**config.mk**
```make
export PLATFORM = sky130hd
export DESIGN_NAME = relay_channel_retrigger_timer_flat
export DESIGN_NICKNAME = d
export VERILOG_FILES = /design/src/hdl/rcrt_pkg.sv /design/src/hdl/rcrt_ifs.sv /design/src/hdl/relay_channel_retrigger_timer.sv /design/src/flat_wrapper.sv
export VERILOG_INCLUDE_DIRS = /design/src /design/src/hdl
export SDC_FILE = /design/constraint.sdc
export NUM_CORES = 1
export LEC_CHECK = 0
export ABC_AREA = 0
export BUFFER_PORTS_ARGS = -buffer_cell sky130_fd_sc_hd__clkbuf_2
export CELL_PAD_IN_SITES_DETAIL_PLACEMENT = 2
export CELL_PAD_IN_SITES_GLOBAL_PLACEMENT = 2
export CORE_AREA = 10 10 231 167
export CTS_CLUSTER_SIZE = 16
export DETAILED_ROUTE_END_ITERATION = 7
export DIE_AREA = 0 0 241 177
export MAX_ROUTING_LAYER = met4
export PLACE_DENSITY_LB_ADDON = 0.3
export SLEW_MARGIN = 25
export SYNTH_ARGS = -nofsm -noshare
export SYNTH_HDL_FRONTEND = slang
export SYNTH_SLANG_ARGS = --single-unit
```
**constraint.sdc**
```tcl
create_clock -name clk -period 3.55 [get_ports clk]
set_input_delay 0.5325 -clock clk [delete_from_list [all_inputs] [get_ports clk]]
set_output_delay 0.5325 -clock clk [all_outputs]
set_load 0.1 [all_outputs]
```
**src/hdl/relay_channel_retrigger_timer_defines.svh**
```systemverilog
// Assertion macros for the relay channel retrigger timer
`ifndef RELAY_CHANNEL_RETRIGGER_TIMER_DEFINES_SVH
`define RELAY_CHANNEL_RETRIGGER_TIMER_DEFINES_SVH
`ifndef SYNTHESIS
`define RCRT_ASSERT(lbl, prop, msg) \
  lbl: assert property (@(posedge clk) disable iff (!rst_n) prop) else $error(msg);
`define RCRT_ASSERT_NEXT(lbl, ante, cons, msg) \
  lbl: assert property (@(posedge clk) disable iff (!rst_n) (ante) |=> (cons)) else $error(msg);
`else
`define RCRT_ASSERT(lbl, prop, msg)
`define RCRT_ASSERT_NEXT(lbl, ante, cons, msg)
`endif
`endif

```
**src/hdl/rcrt_pkg.sv**
```systemverilog
// Shared widths, codes and defaults for the relay channel retrigger timer
`timescale 1ns / 1ps
package rcrt_pkg;

  localparam int OP_W    = 2;
  localparam int CH_W    = 4;
  localparam int VAL_W   = 10;
  localparam int KIND_W  = 2;
  localparam int ERR_W   = 2;
  localparam int LINES_W = 16;
  localparam int CNT_W   = 5;

  // at most this many channels are addressable by the 4-bit channel field
  localparam int BANK_MAX = 16;

  localparam int CHANNELS_DEF    = 16;
  localparam int MAX_SECONDS_DEF = 999;

  localparam logic [CNT_W-1:0] COUNT_RESET = 5'd16;

  localparam logic [OP_W-1:0] OP_SET  = 2'd0;
  localparam logic [OP_W-1:0] OP_READ = 2'd1;
  localparam logic [OP_W-1:0] OP_TICK = 2'd2;

  localparam logic [KIND_W-1:0] KIND_ACK    = 2'd0;
  localparam logic [KIND_W-1:0] KIND_READ   = 2'd1;
  localparam logic [KIND_W-1:0] KIND_EXPIRY = 2'd2;
  localparam logic [KIND_W-1:0] KIND_ERROR  = 2'd3;

  localparam logic [ERR_W-1:0] ERR_NONE    = 2'd0;
  localparam logic [ERR_W-1:0] ERR_RANGE   = 2'd1;
  localparam logic [ERR_W-1:0] ERR_CHANNEL = 2'd2;

endpackage

```
**src/hdl/rcrt_ifs.sv**
```systemverilog
// Valid/ready channel interfaces: command input, result output, configuration write
`timescale 1ns / 1ps

interface rcrt_in_if import rcrt_pkg::*; ();
  logic             valid;
  logic             ready;
  logic [OP_W-1:0]  op;
  logic [CH_W-1:0]  channel;
  logic [VAL_W-1:0] value;

  modport source (output valid, op, channel, value, input ready);
  modport sink (input valid, op, channel, value, output ready);
endinterface

interface rcrt_out_if import rcrt_pkg::*; ();
  logic               valid;
  logic               ready;
  logic [KIND_W-1:0]  kind;
  logic [ERR_W-1:0]   error_code;
  logic [CH_W-1:0]    channel_res;
  logic [VAL_W-1:0]   echo_value;
  logic [LINES_W-1:0] line_states;
  logic               last;

  modport source (output valid, kind, error_code, channel_res, echo_value, line_states, last,
                  input ready);
  modport sink (input valid, kind, error_code, channel_res, echo_value, line_states, last,
                output ready);
endinterface

interface rcrt_cfg_if import rcrt_pkg::*; ();
  logic             valid;
  logic             ready;
  logic [CNT_W-1:0] channel_count;

  modport source (output valid, channel_count, input ready);
  modport sink (input valid, channel_count, output ready);
endinterface

```
**src/hdl/relay_channel_retrigger_timer.sv**
```systemverilog
// Relay channel retrigger timer: bank of relay lines with retriggerable second countdowns
// One command is taken at a time. A set or read, once in the command state, puts its single
// result into the output register and frees the input in that same cycle; an error likewise. Both
// wait while the output register still holds an untaken result. A tick walks the channels in
// use through the countdown memory, one channel per cycle over its single read port while
// the result side does not hold back an expiry notice, then passes a flush state that hands
// on the last held notice before the input is free again. Results sit in an output register,
// so the next command is taken while the last result still waits. Line levels and running
// flags live in flip-flops; the remaining seconds live in a synchronous memory.
`timescale 1ns / 1ps
`include "relay_channel_retrigger_timer_defines.svh"

module relay_channel_retrigger_timer import rcrt_pkg::*; #(
  parameter int CHANNELS    = CHANNELS_DEF,
  parameter int MAX_SECONDS = MAX_SECONDS_DEF
) (
  input  logic       clk,
  input  logic       rst_n,
  rcrt_in_if.sink    in_if,
  rcrt_out_if.source out_if,
  rcrt_cfg_if.sink   cfg_if
);

  localparam int NCH    = (CHANNELS < BANK_MAX) ? CHANNELS : BANK_MAX;
  localparam int IDX_W  = (NCH > 1) ? $clog2(NCH) : 1;
  localparam int SCAN_W = $clog2(NCH + 1);
  localparam logic [CNT_W-1:0] NCH_L  = CNT_W'(NCH);
  localparam logic [16:0]      MAXS_L = 17'(MAX_SECONDS);

  typedef enum logic [3:0] {
    S_IDLE  = 4'b0001,
    S_CMD   = 4'b0010,
    S_SCAN  = 4'b0100,
    S_FLUSH = 4'b1000
  } state_t;

  state_t state_r, state_nxt;

  logic [CNT_W-1:0] count_r;
  logic [CNT_W-1:0] n_act;

  logic [OP_W-1:0]  op_r;
  logic [CH_W-1:0]  ch_r;
  logic [VAL_W-1:0] val_r;

  logic [NCH-1:0] run_r, run_nxt;
  logic [NCH-1:0] line_r, line_nxt;

  logic [SCAN_W-1:0] scan_r, scan_nxt;
  logic              rd_vld_r, rd_vld_nxt;
  logic [IDX_W-1:0]  rd_ch_r, rd_ch_nxt;
  logic              pend_vld_r, pend_vld_nxt;
  logic [IDX_W-1:0]  pend_ch_r, pend_ch_nxt;

  // countdown memory
  logic [VAL_W-1:0] sec_mem [NCH];
  logic [VAL_W-1:0] sec_q_r;
  logic             mem_we, mem_re;
  logic [IDX_W-1:0] mem_waddr, mem_raddr;
  logic [VAL_W-1:0] mem_wdata;

  logic               out_vld_r;
  logic [KIND_W-1:0]  out_kind_r;
  logic [ERR_W-1:0]   out_err_r;
  logic [CH_W-1:0]    out_ch_r;
  logic [VAL_W-1:0]   out_echo_r;
  logic [LINES_W-1:0] out_lines_r;
  logic               out_last_r;

  logic               push;
  logic [KIND_W-1:0]  push_kind;
  logic [ERR_W-1:0]   push_err;
  logic [CH_W-1:0]    push_ch;
  logic [VAL_W-1:0]   push_echo;
  logic [LINES_W-1:0] push_lines;
  logic               push_last;

  logic               can_push;
  logic [LINES_W-1:0] act_mask;
  logic [LINES_W-1:0] lines_now;
  logic               val_bad;
  logic               ch_bad;
  logic               expire;
  logic               stall;

  assign n_act    = (count_r > NCH_L) ? NCH_L : count_r;
  assign can_push = !out_vld_r || out_if.ready;
  assign val_bad  = {7'd0, val_r} > MAXS_L;
  assign ch_bad   = {1'b0, ch_r} >= n_act;
  assign expire   = rd_vld_r && run_r[rd_ch_r] && (sec_q_r <= VAL_W'(1));
  // a second expiry must move the held notice out before it can be kept
  assign stall    = expire && pend_vld_r && !can_push;

  always_comb begin
    for (int i = 0; i < LINES_W; i++) begin
      act_mask[i] = CNT_W'(i) < n_act;
    end
    lines_now = LINES_W'(line_r) & act_mask;
  end

  assign in_if.ready  = (state_r == S_IDLE);
  assign cfg_if.ready = 1'b1;

  always_comb begin
    state_nxt    = state_r;
    run_nxt      = run_r;
    line_nxt     = line_r;
    scan_nxt     = scan_r;
    rd_vld_nxt   = rd_vld_r;
    rd_ch_nxt    = rd_ch_r;
    pend_vld_nxt = pend_vld_r;
    pend_ch_nxt  = pend_ch_r;
    mem_we       = 1'b0;
    mem_waddr    = '0;
    mem_wdata    = '0;
    mem_re       = 1'b0;
    mem_raddr    = '0;
    push         = 1'b0;
    push_kind    = KIND_ACK;
    push_err     = ERR_NONE;
    push_ch      = '0;
    push_echo    = '0;
    push_lines   = '0;
    push_last    = 1'b1;

    unique case (state_r)
      S_IDLE: begin
        if (in_if.valid) begin
          state_nxt = S_CMD;
        end
      end

      S_CMD: begin
        case (op_r)
          OP_SET: begin
            if (can_push) begin
              push      = 1'b1;
              push_ch   = ch_r;
              state_nxt = S_IDLE;
              if (val_bad) begin
                push_kind = KIND_ERROR;
                push_err  = ERR_RANGE;
              end else if (ch_bad) begin
                push_kind = KIND_ERROR;
                push_err  = ERR_CHANNEL;
              end else begin
                push_echo = val_r;
                if (val_r >= VAL_W'(2)) begin
                  run_nxt[ch_r[IDX_W-1:0]]  = 1'b1;
                  line_nxt[ch_r[IDX_W-1:0]] = 1'b1;
                  mem_we    = 1'b1;
                  mem_waddr = ch_r[IDX_W-1:0];
                  mem_wdata = val_r;
                end else begin
                  run_nxt[ch_r[IDX_W-1:0]]  = 1'b0;
                  line_nxt[ch_r[IDX_W-1:0]] = val_r[0];
                end
              end
            end
          end
          OP_READ: begin
            if (can_push) begin
              push       = 1'b1;
              push_kind  = KIND_READ;
              push_lines = lines_now;
              state_nxt  = S_IDLE;
            end
          end
          OP_TICK: begin
            scan_nxt   = '0;
            rd_vld_nxt = 1'b0;
            state_nxt  = S_SCAN;
          end
          default: begin
            state_nxt = S_IDLE;
          end
        endcase
      end

      S_SCAN: begin
        if (!stall) begin
          // evaluate the channel whose seconds came back from the memory
          if (rd_vld_r && run_r[rd_ch_r]) begin
            if (expire) begin
              run_nxt[rd_ch_r]  = 1'b0;
              line_nxt[rd_ch_r] = 1'b0;
              pend_vld_nxt      = 1'b1;
              pend_ch_nxt       = rd_ch_r;
              if (pend_vld_r) begin
                push      = 1'b1;
                push_kind = KIND_EXPIRY;
                push_ch   = CH_W'(pend_ch_r);
                push_last = 1'b0;
              end
            end else begin
              mem_we    = 1'b1;
              mem_waddr = rd_ch_r;
              mem_wdata = sec_q_r - VAL_W'(1);
            end
          end
          // fetch the next channel
          if (CNT_W'(scan_r) < n_act) begin
            mem_re     = 1'b1;
            mem_raddr  = scan_r[IDX_W-1:0];
            scan_nxt   = scan_r + SCAN_W'(1);
            rd_vld_nxt = 1'b1;
            rd_ch_nxt  = scan_r[IDX_W-1:0];
          end else begin
            rd_vld_nxt = 1'b0;
            if (!rd_vld_r) begin
              state_nxt = S_FLUSH;
            end
          end
        end
      end

      S_FLUSH: begin
        if (!pend_vld_r) begin
          state_nxt = S_IDLE;
        end else if (can_push) begin
          push         = 1'b1;
          push_kind    = KIND_EXPIRY;
          push_ch      = CH_W'(pend_ch_r);
          pend_vld_nxt = 1'b0;
          state_nxt    = S_IDLE;
        end
      end

      default: begin
        state_nxt = S_IDLE;
      end
    endcase
  end

  always_ff @(posedge clk) begin
    if (mem_we) begin
      sec_mem[mem_waddr] <= mem_wdata;
    end
    if (mem_re) begin
      sec_q_r <= sec_mem[mem_raddr];
    end
  end

  always_ff @(posedge clk) begin
    if (!rst_n) begin
      state_r    <= S_IDLE;
      count_r    <= COUNT_RESET;
      run_r      <= '0;
      line_r     <= '0;
      scan_r     <= '0;
      rd_vld_r   <= 1'b0;
      rd_ch_r    <= '0;
      pend_vld_r <= 1'b0;
      pend_ch_r  <= '0;
      out_vld_r  <= 1'b0;
    end else begin
      state_r    <= state_nxt;
      run_r      <= run_nxt;
      line_r     <= line_nxt;
      scan_r     <= scan_nxt;
      rd_vld_r   <= rd_vld_nxt;
      rd_ch_r    <= rd_ch_nxt;
      pend_vld_r <= pend_vld_nxt;
      pend_ch_r  <= pend_ch_nxt;
      if (cfg_if.valid) begin
        count_r <= cfg_if.channel_count;
      end
      if (push) begin
        out_vld_r <= 1'b1;
      end else if (out_if.ready) begin
        out_vld_r <= 1'b0;
      end
    end
  end

  always_ff @(posedge clk) begin
    if (in_if.valid && in_if.ready) begin
      op_r  <= in_if.op;
      ch_r  <= in_if.channel;
      val_r <= in_if.value;
    end
    if (push) begin
      out_kind_r  <= push_kind;
      out_err_r   <= push_err;
      out_ch_r    <= push_ch;
      out_echo_r  <= push_echo;
      out_lines_r <= push_lines;
      out_last_r  <= push_last;
    end
  end

  assign out_if.valid       = out_vld_r;
  assign out_if.kind        = out_kind_r;
  assign out_if.error_code  = out_err_r;
  assign out_if.channel_res = out_ch_r;
  assign out_if.echo_value  = out_echo_r;
  assign out_if.line_states = out_lines_r;
  assign out_if.last        = out_last_r;

  // a running countdown always holds its line on
  `RCRT_ASSERT(a_run_implies_on, ((run_r & ~line_r) == '0), "timer running on an off line")
  // an expiry notice waiting on the output refers to a line already off
  `RCRT_ASSERT(a_expiry_line_off, ((out_vld_r && out_kind_r == KIND_EXPIRY) |-> !line_r[out_ch_r[IDX_W-1:0]]), "expired line still on")
  // no notice may be left behind when a command completes
  `RCRT_ASSERT(a_idle_no_pend, ((state_r == S_IDLE) |-> !pend_vld_r), "expiry notice lost")
  `RCRT_ASSERT(a_read_in_scan, (rd_vld_r |-> (state_r == S_SCAN)), "memory read outside scan")
  `RCRT_ASSERT_NEXT(a_tick_start, (state_r == S_CMD && op_r == OP_TICK), (state_r == S_SCAN && !rd_vld_r && scan_r == '0), "tick scan did not start clean")

endmodule

```
**src/flat_wrapper.sv**
```systemverilog
// flat-port wrapper written by rule: the top's interface ports become plain ports
module relay_channel_retrigger_timer_flat import rcrt_pkg::*;
#(
  parameter int CHANNELS    = CHANNELS_DEF,
  parameter int MAX_SECONDS = MAX_SECONDS_DEF
)
  (clk, rst_n, in_if_valid, in_if_op, in_if_channel, in_if_value, in_if_ready, out_if_valid, out_if_kind, out_if_error_code, out_if_channel_res, out_if_echo_value, out_if_line_states, out_if_last, out_if_ready, cfg_if_valid, cfg_if_channel_count, cfg_if_ready);
  rcrt_in_if in_if_i ();
  rcrt_out_if out_if_i ();
  rcrt_cfg_if cfg_if_i ();
  input  logic clk;
  input  logic rst_n;
  input wire logic [$bits(in_if_i.valid)-1:0] in_if_valid;
  input wire logic [$bits(in_if_i.op)-1:0] in_if_op;
  input wire logic [$bits(in_if_i.channel)-1:0] in_if_channel;
  input wire logic [$bits(in_if_i.value)-1:0] in_if_value;
  output wire logic [$bits(in_if_i.ready)-1:0] in_if_ready;
  output wire logic [$bits(out_if_i.valid)-1:0] out_if_valid;
  output wire logic [$bits(out_if_i.kind)-1:0] out_if_kind;
  output wire logic [$bits(out_if_i.error_code)-1:0] out_if_error_code;
  output wire logic [$bits(out_if_i.channel_res)-1:0] out_if_channel_res;
  output wire logic [$bits(out_if_i.echo_value)-1:0] out_if_echo_value;
  output wire logic [$bits(out_if_i.line_states)-1:0] out_if_line_states;
  output wire logic [$bits(out_if_i.last)-1:0] out_if_last;
  input wire logic [$bits(out_if_i.ready)-1:0] out_if_ready;
  input wire logic [$bits(cfg_if_i.valid)-1:0] cfg_if_valid;
  input wire logic [$bits(cfg_if_i.channel_count)-1:0] cfg_if_channel_count;
  output wire logic [$bits(cfg_if_i.ready)-1:0] cfg_if_ready;
  assign in_if_i.valid = in_if_valid;
  assign in_if_i.op = in_if_op;
  assign in_if_i.channel = in_if_channel;
  assign in_if_i.value = in_if_value;
  assign in_if_ready = in_if_i.ready;
  assign out_if_valid = out_if_i.valid;
  assign out_if_kind = out_if_i.kind;
  assign out_if_error_code = out_if_i.error_code;
  assign out_if_channel_res = out_if_i.channel_res;
  assign out_if_echo_value = out_if_i.echo_value;
  assign out_if_line_states = out_if_i.line_states;
  assign out_if_last = out_if_i.last;
  assign out_if_i.ready = out_if_ready;
  assign cfg_if_i.valid = cfg_if_valid;
  assign cfg_if_i.channel_count = cfg_if_channel_count;
  assign cfg_if_ready = cfg_if_i.ready;
  relay_channel_retrigger_timer #(.CHANNELS(CHANNELS), .MAX_SECONDS(MAX_SECONDS)) u_core (.clk(clk), .rst_n(rst_n), .in_if(in_if_i), .out_if(out_if_i), .cfg_if(cfg_if_i));
endmodule
```
== Word-level counts from Yosys, hierarchy flattened ==
Memories as Yosys holds them, arrays and structs flattened. A register that Yosys moved wholly into a read port is not among the register bits.
Cells that the tools add are included.

* Output and inout bits: 38
* Word-level logic and storage cells: 225
* RAM bits: 160
* Memories: 1
* Flip-flop bits (word level): 108

* Add/sub/neg operators: 2
* Bitwise logic cells: 15
* Multiplexer cells: 116
* Magnitude comparators: 26
* Equal/unequal tests: 18
* Reductions and logical operators: 27

{| class="wikitable"
|+ Memories
! memory !! depth !! bits a word !! rd ports !! clocked after memory_dff !! wr ports !! RTL line !! text
|-
| u_core.sec_mem || 16 || 10 || 1 || 1 || 1 || relay_channel_retrigger_timer.sv:56 || <nowiki>logic [VAL_W-1:0] sec_mem [NCH];</nowiki>
|}

{| class="wikitable"
|+ Operators with widths
! operator !! number
|-
| $mux 16 || 16
|-
| $mux 4 || 25
|-
| $mux 10 || 8
|-
| $and 16x16->16 || 4
|-
| $pmux 16 s2 || 2
|-
| $lt 4x5->1 const A || 8
|-
| $mux 1 || 35
|-
| $not 16->16 || 2
|-
| $or 16x16->16 || 2
|-
| $lt 3x5->1 const A || 4
|-
| $mux 2 || 10
|-
| $mux 5 || 4
|-
| $pmux 10 s2 || 1
|-
| $bwmux 16 || 1
|-
| $ne 2x2->1 const B || 8
|-
| $pmux 4 s2 || 2
|-
| $pmux 4 s4 || 1
|-
| $reduce_and 4->1 || 4
|-
| $pmux 4 s3 || 1
|-
| $reduce_and 3->1 || 4
|-
| $ge 10x2->1 const B || 1
|-
| $gt 10x10->1 const B || 1
|-
| $le 10x1->1 const B || 1
|-
| $lt 1x5->1 const A || 2
|-
| other kinds (32) || 57
|}

== Logic depth before layout (Yosys ltp) ==
Gate-level depths: netlist (run 1).

* Depth in word-level cells: 12
* Depth in mapped cells: 12
* Mapped depth without buffers: 10

== Least setup slack after synthesis (run 1) ==
Ideal clock, no wire load.

* Path kind: register to register
* From: reg u_core.count_r[4]
* To: mem u_core.sec_mem[3][0], enable pin
* Cell stages (with the launch flop): 11
* Path slack: -1 ps
* Library setup time: 392 ps
* Required time: 3158 ps
* Period minus slack after synthesis: 3551 ps
* Arrival time: 3159 ps
* Path buffers: 1
* Cell sequence: dfxtp_1 > clkbuf_1 > inv_1 > nand2_1 > ha_1 > a21o_1 > a211o_1 > a21oi_1 > a21oi_1 > o32a_1 > nor3b_1

* Word-level cells in the longest chain between the ends: 10
* Elaborated cells between the ends (all ways): 15
* Classes of those cells: 2 x order compare; 13 x mux

{| class="wikitable"
|+ RTL lines
! element !! RTL line !! text
|-
| start, declared || relay_channel_retrigger_timer.sv:39 || <nowiki>logic [CNT_W-1:0] count_r;</nowiki>
|-
| start signal, assigned || relay_channel_retrigger_timer.sv:266 || <nowiki>count_r <= cfg_if.channel_count;</nowiki>
|-
| $gt 5x5->1 || relay_channel_retrigger_timer.sv:86 || <nowiki>assign n_act = (count_r > NCH_L) ? NCH_L : count_r;</nowiki>
|-
| $mux 5 (*) || relay_channel_retrigger_timer.sv:86 ||
|-
| $ge 4x5->1 (*) || relay_channel_retrigger_timer.sv:89 || <nowiki>assign ch_bad = {1'b0, ch_r} >= n_act;</nowiki>
|-
| $mux 1 || relay_channel_retrigger_timer.sv:143 || <nowiki>end else if (ch_bad) begin</nowiki>
|-
| $mux 1 || relay_channel_retrigger_timer.sv:140 || <nowiki>if (val_bad) begin</nowiki>
|-
| $mux 1 || relay_channel_retrigger_timer.sv:136 || <nowiki>if (can_push) begin</nowiki>
|-
| $mux 1 || relay_channel_retrigger_timer.sv:134 || <nowiki>case (op_r)</nowiki>
|-
| $pmux 1 s2 || relay_channel_retrigger_timer.sv:126 || <nowiki>unique case (state_r)</nowiki>
|-
| $mux 1 || relay_channel_retrigger_timer.sv:236 || <nowiki>if (mem_we) begin</nowiki>
|-
| $mux 1 (not written as such) || relay_channel_retrigger_timer.sv:237 || <nowiki>sec_mem[mem_waddr] <= mem_wdata;</nowiki>
|-
| end, declared || relay_channel_retrigger_timer.sv:56 ||
|}

Every way passes the cells marked *; elsewhere a longest branch is shown, timed or not.

== Worst setup path after layout (run 1) ==
* From: reg u_core.count_r[4]
* To: mem u_core.sec_mem[3][1], enable pin

Same word-level chain as after synthesis.

==> reports/summary.txt, run 1 <==
Status -> finished, final reports clean
IR drop worst, VDD -> 0.359 mV
Internal power -> 0.00523 W
DR iter-0 viols -> 921
Pin count of the biggest net entering global routing -> 51
RSZ-0062 raised after global routing -> no
Post-CTS Resized -> 0
# Post-CTS Setup Buffers -> 0
Slowest CP cell -> o32a_1
CTS sink cnt -> 278
CP top delay family -> compound AO/OA/AOI/OAI gates
Reg power frac -> 0.519
YS warnings -> 0
Post-Route WL -> 46000 µm
Sw power -> 0.00162 W
DR vias -> 9850
Starting Density -> 0.374
Critical path arrival -> 3.62 ns
Crit end category -> register
Post-layout minimum cycle time -> 3.36 ns
Number of H-tree levels -> 1
R2R setup slack -> 0.19 ns
Vias per cell -> 5.98
FF+latch count, synth -> 278
Chip Width -> 241 µm
Crit-path cells -> buf_4 -> nor2b_1 -> ha_1 -> nand2b_1 -> a21o_1 -> a211o_1 -> a21oi_1 -> buf_4 -> a21oi_1 -> o32a_1 -> nor3b_2 -> buf_4
Area growth from synthesis to layout -> 15.8%
Post-layout net count -> 1223
Post-synthesis sequential area ratio -> 0.607
Cell Area, Synth -> 12800 µm²
P per Cell Area -> 461 nW/µm²
Drt pass-1 iters -> 7
Number of I/O pins -> 64
Overall Power -> 0.00685 W
Layout cells sized above 1 -> 0.194
Final-layout fill cell count -> 3478
GRT Total Usage -> 0.221
Initial antenna violation count -> 3
Setup violators final -> 0
Top FF cell, synth -> edfxtp_1
Total CTS buffers -> 29
Hold crit path type -> in -> reg
CTS tree -> yes
Worst skew pair latency -> 0.57 ns
Max-cap violations -> 0
Combinational share of power -> 0.051
CTS Buffer Depth -> 3
Distinct cells, synth -> 76
Synth async-reset ratio -> 0
Vias in the first global route -> 10.5k
Residual DRC -> 0
CP max stage delay -> 0.42 ns
Cell mode on critical path -> buf_4
Total nets after synthesis -> 1129
Root Buffer -> clkbuf_16
Switching Share -> 0.236
Clock Skew -> 0.0165 ns
Remaining global-route overflow -> 0
ANT nets after route -> 0
Kind of critical path -> reg -> reg
Core area -> 34200 µm²
Final Cycle Share -> 0.945
Global-route wire length before repair -> 69200 µm
Placed cells -> 1597
GPL Wtd Cong -> 0.853
FP Rows -> 57
Number of flops mapped to enable cells by yosys -> 221
P_leak -> 5.52 nW
Post-DP HPWL -> 32900 µm
Fmax -> 298 MHz
Worst Setup Start Kind -> register
Port Buf Inserts -> 62
Fin cells -> 1646
Final max-slew violation count -> 0
DIE AREA -> 42700 µm²
Hold buffers post-CTS -> 0
Routed wire per std cell -> 27.9 µm
Fin Setup TNS -> 0 ns
Mapped Cells -> 1092
CP max FO -> 16
Actual slew at the worst max-slew pin -> 0.976 ns
Clk pin slew, worst setup/hold paths -> 0.06 ns
Buffers & Inverters on Critical Path -> 3
Clk pwr share -> 0.430
Req. time, crit path -> 3.81 ns
Hold Vio Cnt, Final -> 0
Height of the die -> 177 µm
Syn_area_per_cell -> 11.7 µm²
Slew HR -> 0.340
-- final timing paths --
kind                                         from                    to  cells past startpoint
worst max register to register  u_core.count_r[4]  u_core.sec_mem[3][1]                     12
worst min register to register   u_core.line_r[9]      u_core.line_r[9]                      2
worst max-delay path            u_core.count_r[4]  u_core.sec_mem[3][1]                     12
worst min-delay path               in_if_value[0]       u_core.val_r[0]                      1
-- through the flow --
stage                     setup slack, ns  hold slack, ns  area, µm²  utilization
after global routing               0.0220           0.129      14800        0.433
final                               0.194           0.141      14800        0.433
after detailed placement            0.138           0.475      14000        0.408
after global placement              0.266           0.465      14000        0.408
after CTS                          0.0826           0.124      14800        0.433
after floorplan                    0.0368           0.438      12800            -
-- sequential cells by signal, indices dropped and copies added, names as in the netlist, named ones only --
name                       cells
u_core.sec_mem               160
u_core.line_r                 16
u_core.out_if.line_states     16
u_core.out_if.echo_value      10
u_core.sec_q_r                10
u_core.val_r                  10
u_core.count_r                 5
u_core.scan_r                  5
u_core.ch_r                    4
u_core.out_if.channel_res      4
u_core.pend_ch_r               4
u_core.rd_ch_r                 4
u_core.state_r                 4
u_core.op_r                    2
u_core.out_if.error_code       2
u_core.out_if.kind             2
u_core.out_if.last             1
u_core.out_if.valid            1
u_core.pend_vld_r              1
u_core.rd_vld_r                1
-- cell families (layout without fill, tap and decap cells) --
kind of cell,count (synthesis),after routing,share of synthesized area
AO/OA/AOI/OAI,356,356,0.186
other,1,2,0.000293
adder cells (fa/ha/maj),11,11,0.0107
buffers and inverters,96,207,0.0310
multiplexers,58,58,0.0482
flip-flops,278,278,0.607
XOR/XNOR,7,7,0.00479
AND/OR/NAND/NOR,285,285,0.112
-- layout by cell type (no fill, tap or decap), drive strengths merged, types with 5 or more instances in the layout --
master,Yosys,routed
nand3,16,16
o22ai,26,26
a21oi,104,104
a21o,28,28
mux2i,37,37
nor2b,14,14
nor3b,9,9
clkbuf,49,94
buf,26,76
a211oi,14,14
a2bb2oi,5,5
nor3,36,36
a22o,7,7
clkinv,0,12
nand2b,13,13
a311oi,11,11
inv,21,22
nand2,74,74
o21a,11,11
mux2,20,20
o211ai,13,13
nor4,7,7
a31oi,19,19
ha,11,11
edfxtp,221,221
a22oi,24,24
nor2,76,76
and2,19,19
o21ai,63,63
dfxtp,57,57
-- synth_stat cells (6+ instances only) --
master,number,area [µm²]
inv_1,20,75.1
nand2_1,74,278
a31oi_1,19,119
a21o_1,28,210
nor3b_1,8,60.1
a311oi_1,11,96.3
nor2_1,75,282
mux2i_1,37,370
buf_2,8,40.0
o21ai_0,63,315
nand3_1,14,70.1
a21oi_1,103,515
a22o_1,7,61.3
edfxtp_1,221,6640
ha_1,11,138
nand2b_1,12,75.1
o22ai_1,21,131
nor4_1,6,37.5
dfxtp_1,57,1140
mux2_2,20,225
and2_1,17,106
a211oi_1,14,105
nor2b_1,14,87.6
a22oi_1,24,180
buf_1,13,48.8
o211ai_1,8,60.1
o21a_1,11,82.6
clkbuf_1,49,184
nor3_1,35,175
-- routing by layer --
| metal | global-route usage | up-vias | share of wire |
|---|---|---|---|
| li1 | - | 4358 | - |
| met1 | 0.325 | 5143 | 0.49 |
| met2 | 0.314 | 298 | 0.43 |
| met3 | 0.0367 | 51 | 0.062 |
| met4 | 0.0439 | 0 | 0.017 |
| met5 | - | - | 0 |
-- power groups by stage --
stage | combinational, W | sequential [W] | clock [W]
finish | 0.000351 | 0.00355 | 0.00294
global route | 0.000378 | 0.00355 | 0.00309
CTS | 0.000351 | 0.00355 | 0.00298
detailed placement | 0.000346 | 0.00362 | 0
global placement | 0.000338 | 0.00362 | 0
floorplan | 0.000185 | 0.00365 | 0
-- layout make-up --
cell class	count	area (µm²)	area share
Sequential cell	278	7780	0.524
Multi-Input combinational cell	718	4660	0.314
Clock inverter	16	129	0.00869
Timing Repair Buffer	138	893	0.0602
Tap cell	442	553	0.0373
Clock buffer	32	737	0.0497
Inverter	21	78.8	0.00531
Antenna cell	1	2.50	0.000169
Power figures use the tool's default switching activity.
==> run 2: changes to the inputs <==
- CORE_AREA: 10 10 231 167 -> 10 10 195 197
- DIE_AREA: 0 0 241 177 -> 0 0 205 207
- REMOVE_ABC_BUFFERS: unset -> 1
- clock period: 3.55 -> 2.8 ns (I/O delays scaled with it)
==> run 2 against run 1 <==
- the run now ends with negative setup slack left
- clock-buffer cell count rose by 15
- sequential share of layout area fell by 7.1 points
- core utilization rose by 7.0 points
- worst hold slack got worse by 0.079 ns
- first-iteration DRC count fell by 13%
- register-to-register slack got worse by 0.56 ns
- critical path depth fell by 1
- fmax rose by 6.0%
- final area rose by 16%
- wire length rose by 29%
- die area fell by 0.52%
- via count rose by 13%
- critical path type unchanged
==> reports/summary.txt, run 2 (synthesis results as in run 1) <==
Metal-1 WL -> 22100 µm (was 22700 µm)
Starting Density -> 0.376 (was 0.374)
Max-cap violations -> 0 (unchanged)
Actual slew at the worst max-slew pin -> 0.804 ns (was 0.976 ns)
Final-layout fill cell count -> 3297 (was 3478)
Hold crit path type -> in -> reg (unchanged)
Layout cells sized above 1 -> 0.344 (was 0.194)
Clk pin slew, worst setup/hold paths -> 0.06 ns (about the same)
Worst reg2reg path depth -> 11 (was 12)
Crit. Startpoint -> u_core.count_r[4] (unchanged)
Placed cells -> 1690 (was 1597)
IR drop worst, VDD -> 0.422 mV (was 0.359 mV)
DP Area -> 14800 µm² (was 14000 µm²)
Residual DRC -> 0 (unchanged)
GPL Wtd Cong -> 0.913 (was 0.853)
ANT nets after route -> 0 (unchanged)
DIE AREA -> 42400 µm² (was 42700 µm²)
Critical path arrival -> 3.44 ns (was 3.62 ns)
Buffers & Inverters on Critical Path -> 3 (unchanged)
Crit-path cells -> inv_4 -> nand2_4 -> ha_4 -> or4b_4 -> a221o_1 -> buf_4 -> a21oi_4 -> nand3_4 -> buf_4 -> o21ai_1 -> a311oi_2 (was buf_4 -> nor2b_1 -> ha_1 -> nand2b_1 -> a21o_1 -> a211o_1 -> a21oi_1 -> buf_4 -> a21oi_1 -> o32a_1 -> nor3b_2 -> buf_4)
ANT cells -> 0 (was 1)
Crit end category -> register (unchanged)
Clock Skew -> 0.0336 ns (was 0.0165 ns)
Finished Core Util -> 0.504 (was 0.433)
Max Used Layer -> met4 (unchanged)
Remaining global-route overflow -> 0 (unchanged)
CTS sink cnt -> 278 (unchanged)
DR iter-0 viols -> 801 (was 921)
CTS tree -> yes (unchanged)
WP depth -> 11 (was 12)
Hold depth -> 1 (unchanged)
Overall Power -> 0.00945 W (was 0.00685 W)
Fin cells -> 1809 (was 1646)
Fmax -> 316 MHz (was 298 MHz)
Drt pass-1 iters -> 5 (was 7)
Worst Setup Start Kind -> register (unchanged)
Hold buffers post-CTS -> 0 (unchanged)
Post-DP HPWL -> 34800 µm (was 32900 µm)
Final Cycle Share -> 1.13 (was 0.945)
CP max stage delay -> 0.58 ns (was 0.42 ns)
Worst Hold Slack -> 0.0613 ns (was 0.141 ns)
Post-layout minimum cycle time -> 3.17 ns (was 3.36 ns)
Global-route wire length before repair -> 78400 µm (was 69200 µm)
Core area -> 34100 µm² (was 34200 µm²)
Setup WS post-layout -> -0.366 ns (was 0.194 ns)
Area growth from synthesis to layout -> 34.2% (was 15.8%)
Number of H-tree levels -> 2 (was 1)
Met2 WL -> 31100 µm (was 19600 µm)
Max reg flops -> 160 (unchanged)
Initial antenna violation count -> 0 (was 3)
P per Cell Area -> 550 nW/µm² (was 461 nW/µm²)
GRT Total Usage -> 0.249 (was 0.221)
Vias in the first global route -> 12.0k (was 10.5k)
Failing checks -> negative setup slack
Worst skew pair latency -> 0.55 ns (was 0.57 ns)
Register area -> 7790 µm² (was 7780 µm²)
Kind of critical path -> reg -> reg (unchanged)
CP top delay family -> compound AO/OA/AOI/OAI gates (unchanged)
Most frequent cells in the layout -> 221 x edfxtp_1, 138 x buf_4, 90 x a21oi_1 (was 221 x edfxtp_1, 103 x a21oi_1, 75 x nor2_1, 75 x buf_4, 74 x nand2_1)
DR vias -> 11.2k (was 9850)
Most flop-heavy register -> u_core.sec_mem (unchanged)
Slew HR -> 0.464 (was 0.340)
Setup violators final -> 270 (was 0)
Pin count of the biggest net entering global routing -> 51 (unchanged)
CP max FO -> 9 (was 16)
Height of the die -> 207 µm (was 177 µm)
P_leak -> 6.53 nW (was 5.52 nW)
Cell mode on critical path -> buf_4 (unchanged)
Final max-slew violation count -> 0 (unchanged)
RSZ-0062 raised after global routing -> yes (was no)
FF-to-FF Start -> u_core.count_r[4] (unchanged)
FP Rows -> 68 (was 57)
Status -> finished with violations (was finished, final reports clean)
Root Buffer -> clkbuf_16 (unchanged)
Post-layout net count -> 1365 (was 1223)
Total CTS buffers -> 34 (was 29)
CTS Buffer Depth -> 3 (unchanged)
Chip Width -> 205 µm (was 241 µm)
Fin area -> 17200 µm² (was 14800 µm²)
Port Buf Inserts -> 62 (unchanged)
Most common cell after layout, fill and taps aside -> edfxtp_1 (unchanged)
Hold Vio Cnt, Final -> 0 (unchanged)
Vias per cell -> 6.18 (was 5.98)
Req. time, crit path -> 3.07 ns (was 3.81 ns)
Routed wire per std cell -> 32.8 µm (was 27.9 µm)
Slowest CP cell -> or4b_4 (was o32a_1)
Met3 WL -> 2500 µm (was 2850 µm)
Multi-input logic area -> 5250 µm² (was 4660 µm²)
Post-Route WL -> 59300 µm (was 46000 µm)
Worst Hold Launch -> in_if_value[1] (was in_if_value[0])
Number of I/O pins -> 64 (unchanged)
==> run 2: changes by cell type in the layout (fill, tap and decap cells not counted), moves of 12 or more <==
cell	change
a21oi_1	-13
buf_12	+18
buf_4	+63
buf_6	+46
o21ai_0	-18
o21ai_1	+17
o22ai_1	-12
==> run 2: final timing paths <==
kind                            slack [ns]           endpoint
worst max register to register       -0.37  u_core.sec_q_r[1]
worst max-delay path                 -0.37  u_core.sec_q_r[1]
worst min register to register        0.48           register
worst min-delay path                  0.06    u_core.val_r[1]
==> run 2: power by group <==
group / leakage (nW) / internal [W] / total (W) / switching, W
clock: 0.523 / 0.00249 / 0.00436 / 0.00187
combinational: 3.16 / 0.000184 / 0.000578 / 0.000393
sequential: 2.85 / 0.00447 / 0.00451 / 0.0000490
==> run 2: stage by stage <==
step	setup TNS [ns]	setup slack [ns]
6_report	-28.89	-0.366
2_1_floorplan	-161.21	-1.30
3_3_place_gp	-18.36	-0.210
5_1_grt	-51.91	-0.392
3_5_place_dp	-37.03	-0.483
4_1_cts	-4.00	-0.166
==> run 2: routing by layer <==
layer,track usage,vias to the layer above
li1,-,4656
met1,0.272,5884
met3,0.0326,203
met5,-,-
met2,0.446,429
met4,0.102,0
==> run 2: final cells by class <==
cell class,count,area share
flip-flops and latches,278,0.453
repair buffers,275,0.141
clock inverters,15,0.00662
multi-input cells,718,0.305
clock buffers,47,0.0553
inverters,21,0.00502
well taps,455,0.0331
==> run 2: timing repair <==
item                                    4_1_cts  5_1_grt
buffers inserted                             17       23
endpoints found under the setup margin      239      302
resized for setup                            85      145
pin swaps                                    16       46
cloned                                        6       14
==> run 3: changes to the inputs <==
==> constraint.sdc (replaced) <==
create_clock -name clk -period 2.8 [get_ports clk]
set_input_delay 0.14 -clock clk [delete_from_list [all_inputs] [get_ports clk]]
set_output_delay 0.14 -clock clk [all_outputs]
set_load 0.1 [all_outputs]
==> run 3 against run 2 <==
- the flow still finishes with violations (negative setup slack)
- combinational power grew 8.1%
- worst setup slack lost 0.068 ns
- clock skew grew 0.0049 ns
- sequential power is essentially flat
- via count grew 3.7%
- fmax shrank 2.1%
- clock power shrank 1%
- global-route usage grew 1.8 points
- core utilization grew 1.7 points
- sequential share of layout area shrank 1.5 points
- final area grew 3.4%
- critical path type unchanged
- critical endpoint is now u_core.sec_q_r[0]
==> reports/summary.txt, run 3 (synthesis results as in run 1) <==
Starting Density -> 0.376 (unchanged)
DP Area -> 14800 µm² (about the same)
Pin count of the biggest net entering global routing -> 51 (unchanged)
Layout cells sized above 1 -> 0.357 (was 0.344)
Req. time, crit path -> 3.15 ns (was 3.07 ns)
Internal power -> 0.00701 W (was 0.00714 W)
Max reg flops -> 160 (unchanged)
CTS tree -> yes (unchanged)
Status -> finished with violations (unchanged)
Fmax -> 309 MHz (was 316 MHz)
Slew HR -> 0.468 (was 0.464)
Post-layout minimum cycle time -> 3.23 ns (was 3.17 ns)
Met2 GRT Util -> 0.466 (was 0.446)
GRT Total Usage -> 0.267 (was 0.249)
ANT cells -> 0 (unchanged)
ANT nets after route -> 0 (unchanged)
Global-route wire length before repair -> 82600 µm (was 78400 µm)
Crit end category -> register (unchanged)
CP max stage delay -> 0.50 ns (was 0.58 ns)
Height of the die -> 207 µm (unchanged)
Initial antenna violation count -> 0 (unchanged)
Clock Skew -> 0.0385 ns (was 0.0336 ns)
Post-layout net count -> 1404 (was 1365)
Post-Route WL -> 65100 µm (was 59300 µm)
Remaining global-route overflow -> 0 (unchanged)
Number of H-tree levels -> 2 (unchanged)
Actual slew at the worst max-slew pin -> 0.799 ns (was 0.804 ns)
Switching Share -> 0.259 (was 0.245)
Post-DP HPWL -> 34600 µm (was 34800 µm)
Fin area -> 17800 µm² (was 17200 µm²)
Worst Setup Start Kind -> register (unchanged)
CP max FO -> 5 (was 9)
Most flop-heavy register -> u_core.sec_mem (unchanged)
Overall Power -> 0.00945 W (about the same)
Clk pin slew, worst setup/hold paths -> 0.07 ns (was 0.06 ns)
CTS sink cnt -> 278 (unchanged)
Drt pass-1 iters -> 7 (was 5)
Port Buf Inserts -> 62 (unchanged)
FP Rows -> 68 (unchanged)
Failing checks -> negative setup slack (unchanged)
Met3 Track Usage GR -> 0.0390 (was 0.0326)
GPL Wtd Cong -> 0.938 (was 0.913)
Setup violators final -> 296 (was 270)
Setup WS post-layout -> -0.433 ns (was -0.366 ns)
Critical path arrival -> 3.58 ns (was 3.44 ns)
Root Buffer -> clkbuf_16 (unchanged)
RSZ-0062 raised after global routing -> yes (unchanged)
Placed cells -> 1691 (was 1690)
Fin Setup TNS -> -30.81 ns (was -28.89 ns)
Crit-path cells -> inv_4 -> nand2_4 -> ha_4 -> or4b_4 -> a221o_1 -> a2111oi_4 -> buf_6 -> buf_12 -> buf_12 -> a21o_1 -> o22ai_1 -> a311oi_2 (was inv_4 -> nand2_4 -> ha_4 -> or4b_4 -> a221o_1 -> buf_4 -> a21oi_4 -> nand3_4 -> buf_4 -> o21ai_1 -> a311oi_2)
Routed wire per std cell -> 35.3 µm (was 32.8 µm)
Total CTS buffers -> 34 (unchanged)
Crit. Startpoint -> u_core.count_r[4] (unchanged)
GR Layer Usage met1 -> 0.291 (was 0.272)
FF-to-FF Start -> u_core.count_r[4] (unchanged)
DR iter-0 viols -> 1101 (was 801)
Kind of critical path -> reg -> reg (unchanged)
Final max-slew violation count -> 0 (unchanged)
Fin cells -> 1843 (was 1809)
Worst Hold Launch -> cfg_if_valid (was in_if_value[1])
Most common cell after layout, fill and taps aside -> edfxtp_1 (unchanged)
Hold crit path type -> in -> reg (unchanged)
Max-cap violations -> 0 (unchanged)
P_leak -> 6.74 nW (was 6.53 nW)
Global route hottest layer -> met2 (unchanged)
Final Cycle Share -> 1.15 (was 1.13)
Combinational share of power -> 0.066 (was 0.061)
P per Cell Area -> 532 nW/µm² (was 550 nW/µm²)
Cell mode on critical path -> buf_12 (was buf_4)
Sw power -> 0.00244 W (was 0.00231 W)
CTS Buffer Depth -> 3 (unchanged)
Vias in the first global route -> 12.2k (was 12.0k)
Slowest CP cell -> or4b_4 (unchanged)
DR vias -> 11.6k (was 11.2k)
Hold Vio Cnt, Final -> 0 (unchanged)
Most frequent cells in the layout -> 221 x edfxtp_1, 141 x buf_4, 85 x a21oi_1 (was 221 x edfxtp_1, 138 x buf_4, 90 x a21oi_1)
Area growth from synthesis to layout -> 38.7% (was 34.2%)
Vias per cell -> 6.29 (was 6.18)
IR drop worst, VDD -> 0.406 mV (was 0.422 mV)
DIE AREA -> 42400 µm² (unchanged)
Reg power frac -> 0.478 (about the same)
Core area -> 34100 µm² (unchanged)
Worst skew pair latency -> 0.56 ns (was 0.55 ns)
Clk pwr share -> 0.456 (was 0.461)
Chip Width -> 205 µm (unchanged)
Number of I/O pins -> 64 (unchanged)
Residual DRC -> 0 (unchanged)
==> run 3: cell types whose count changed in the layout (fill, tap and decap cells not counted), sizes merged <==
cell and delta:
bufinv -1, clkbuf -3, inv -2, dlygate4sd3 +25, buf +13, clkinv +2
==> run 3: layout make-up <==
class	count	area, µm²
multi-input combinational	718	5400
clock inverter	14	88.8
inverter	21	83.8
tap	455	569
sequential	278	7790
timing repair buffer	314	2930
fill	3245	16300
clock buffer	43	916
==> run 3: repair_timing <==
item                       CTS  global route
gates cloned                11            11
setup endpoints to repair  248           360
resized for setup           98           155
setup buffers               22            31
pin swaps                   25            36
hold buffers                25             0
hold endpoints to repair    24             0
==> run 3: final timing paths <==
check        slack, ns  depth (start not counted)                 to
min               0.07                          3  u_core.count_r[2]
max reg2reg      -0.43                         12  u_core.sec_q_r[0]
max              -0.43                         12  u_core.sec_q_r[0]
min reg2reg       0.49                          2           register
==> run 3: power groups by stage <==
stage,Clock [W],Combinational [W],Sequential (W)
floorplan,0,0.000200,0.00464
global placement,0,0.000475,0.00459
detailed placement,0,0.000487,0.00459
CTS,0.00419,0.000546,0.00451
global route,0.00447,0.000656,0.00451
finish,0.00431,0.000625,0.00451
==> run 3: through the flow <==
stage | hold WS (ns) | utilization | setup slack, ns
CTS | 0.00566 | 0.490 | -0.162
finish | 0.0656 | 0.521 | -0.433
detailed placement | 0.319 | 0.433 | -0.385
global placement | 0.316 | 0.433 | -0.215
floorplan | 0.227 | - | -1.30
global route | 0.104 | 0.521 | -0.455
==> run 3: critical path: cells and delay by family (launching register included) <==
family | cells | cell delay (ns)
DFF | 1 | 0.37
and+or+nand+nor | 2 | 0.56
adders and majority gates | 1 | 0.18
AOI/OAI and AO/OA | 5 | 1.40
buffers and inverters | 4 | 0.52
==> run 3: metal layers <==
metal / vias to the layer above / share of wire
met1: 6059 / 0.36
met2: 558 / 0.52
met3: 240 / 0.053
met5: - / 0
met4: 0 / 0.067
li1: 4729 / -
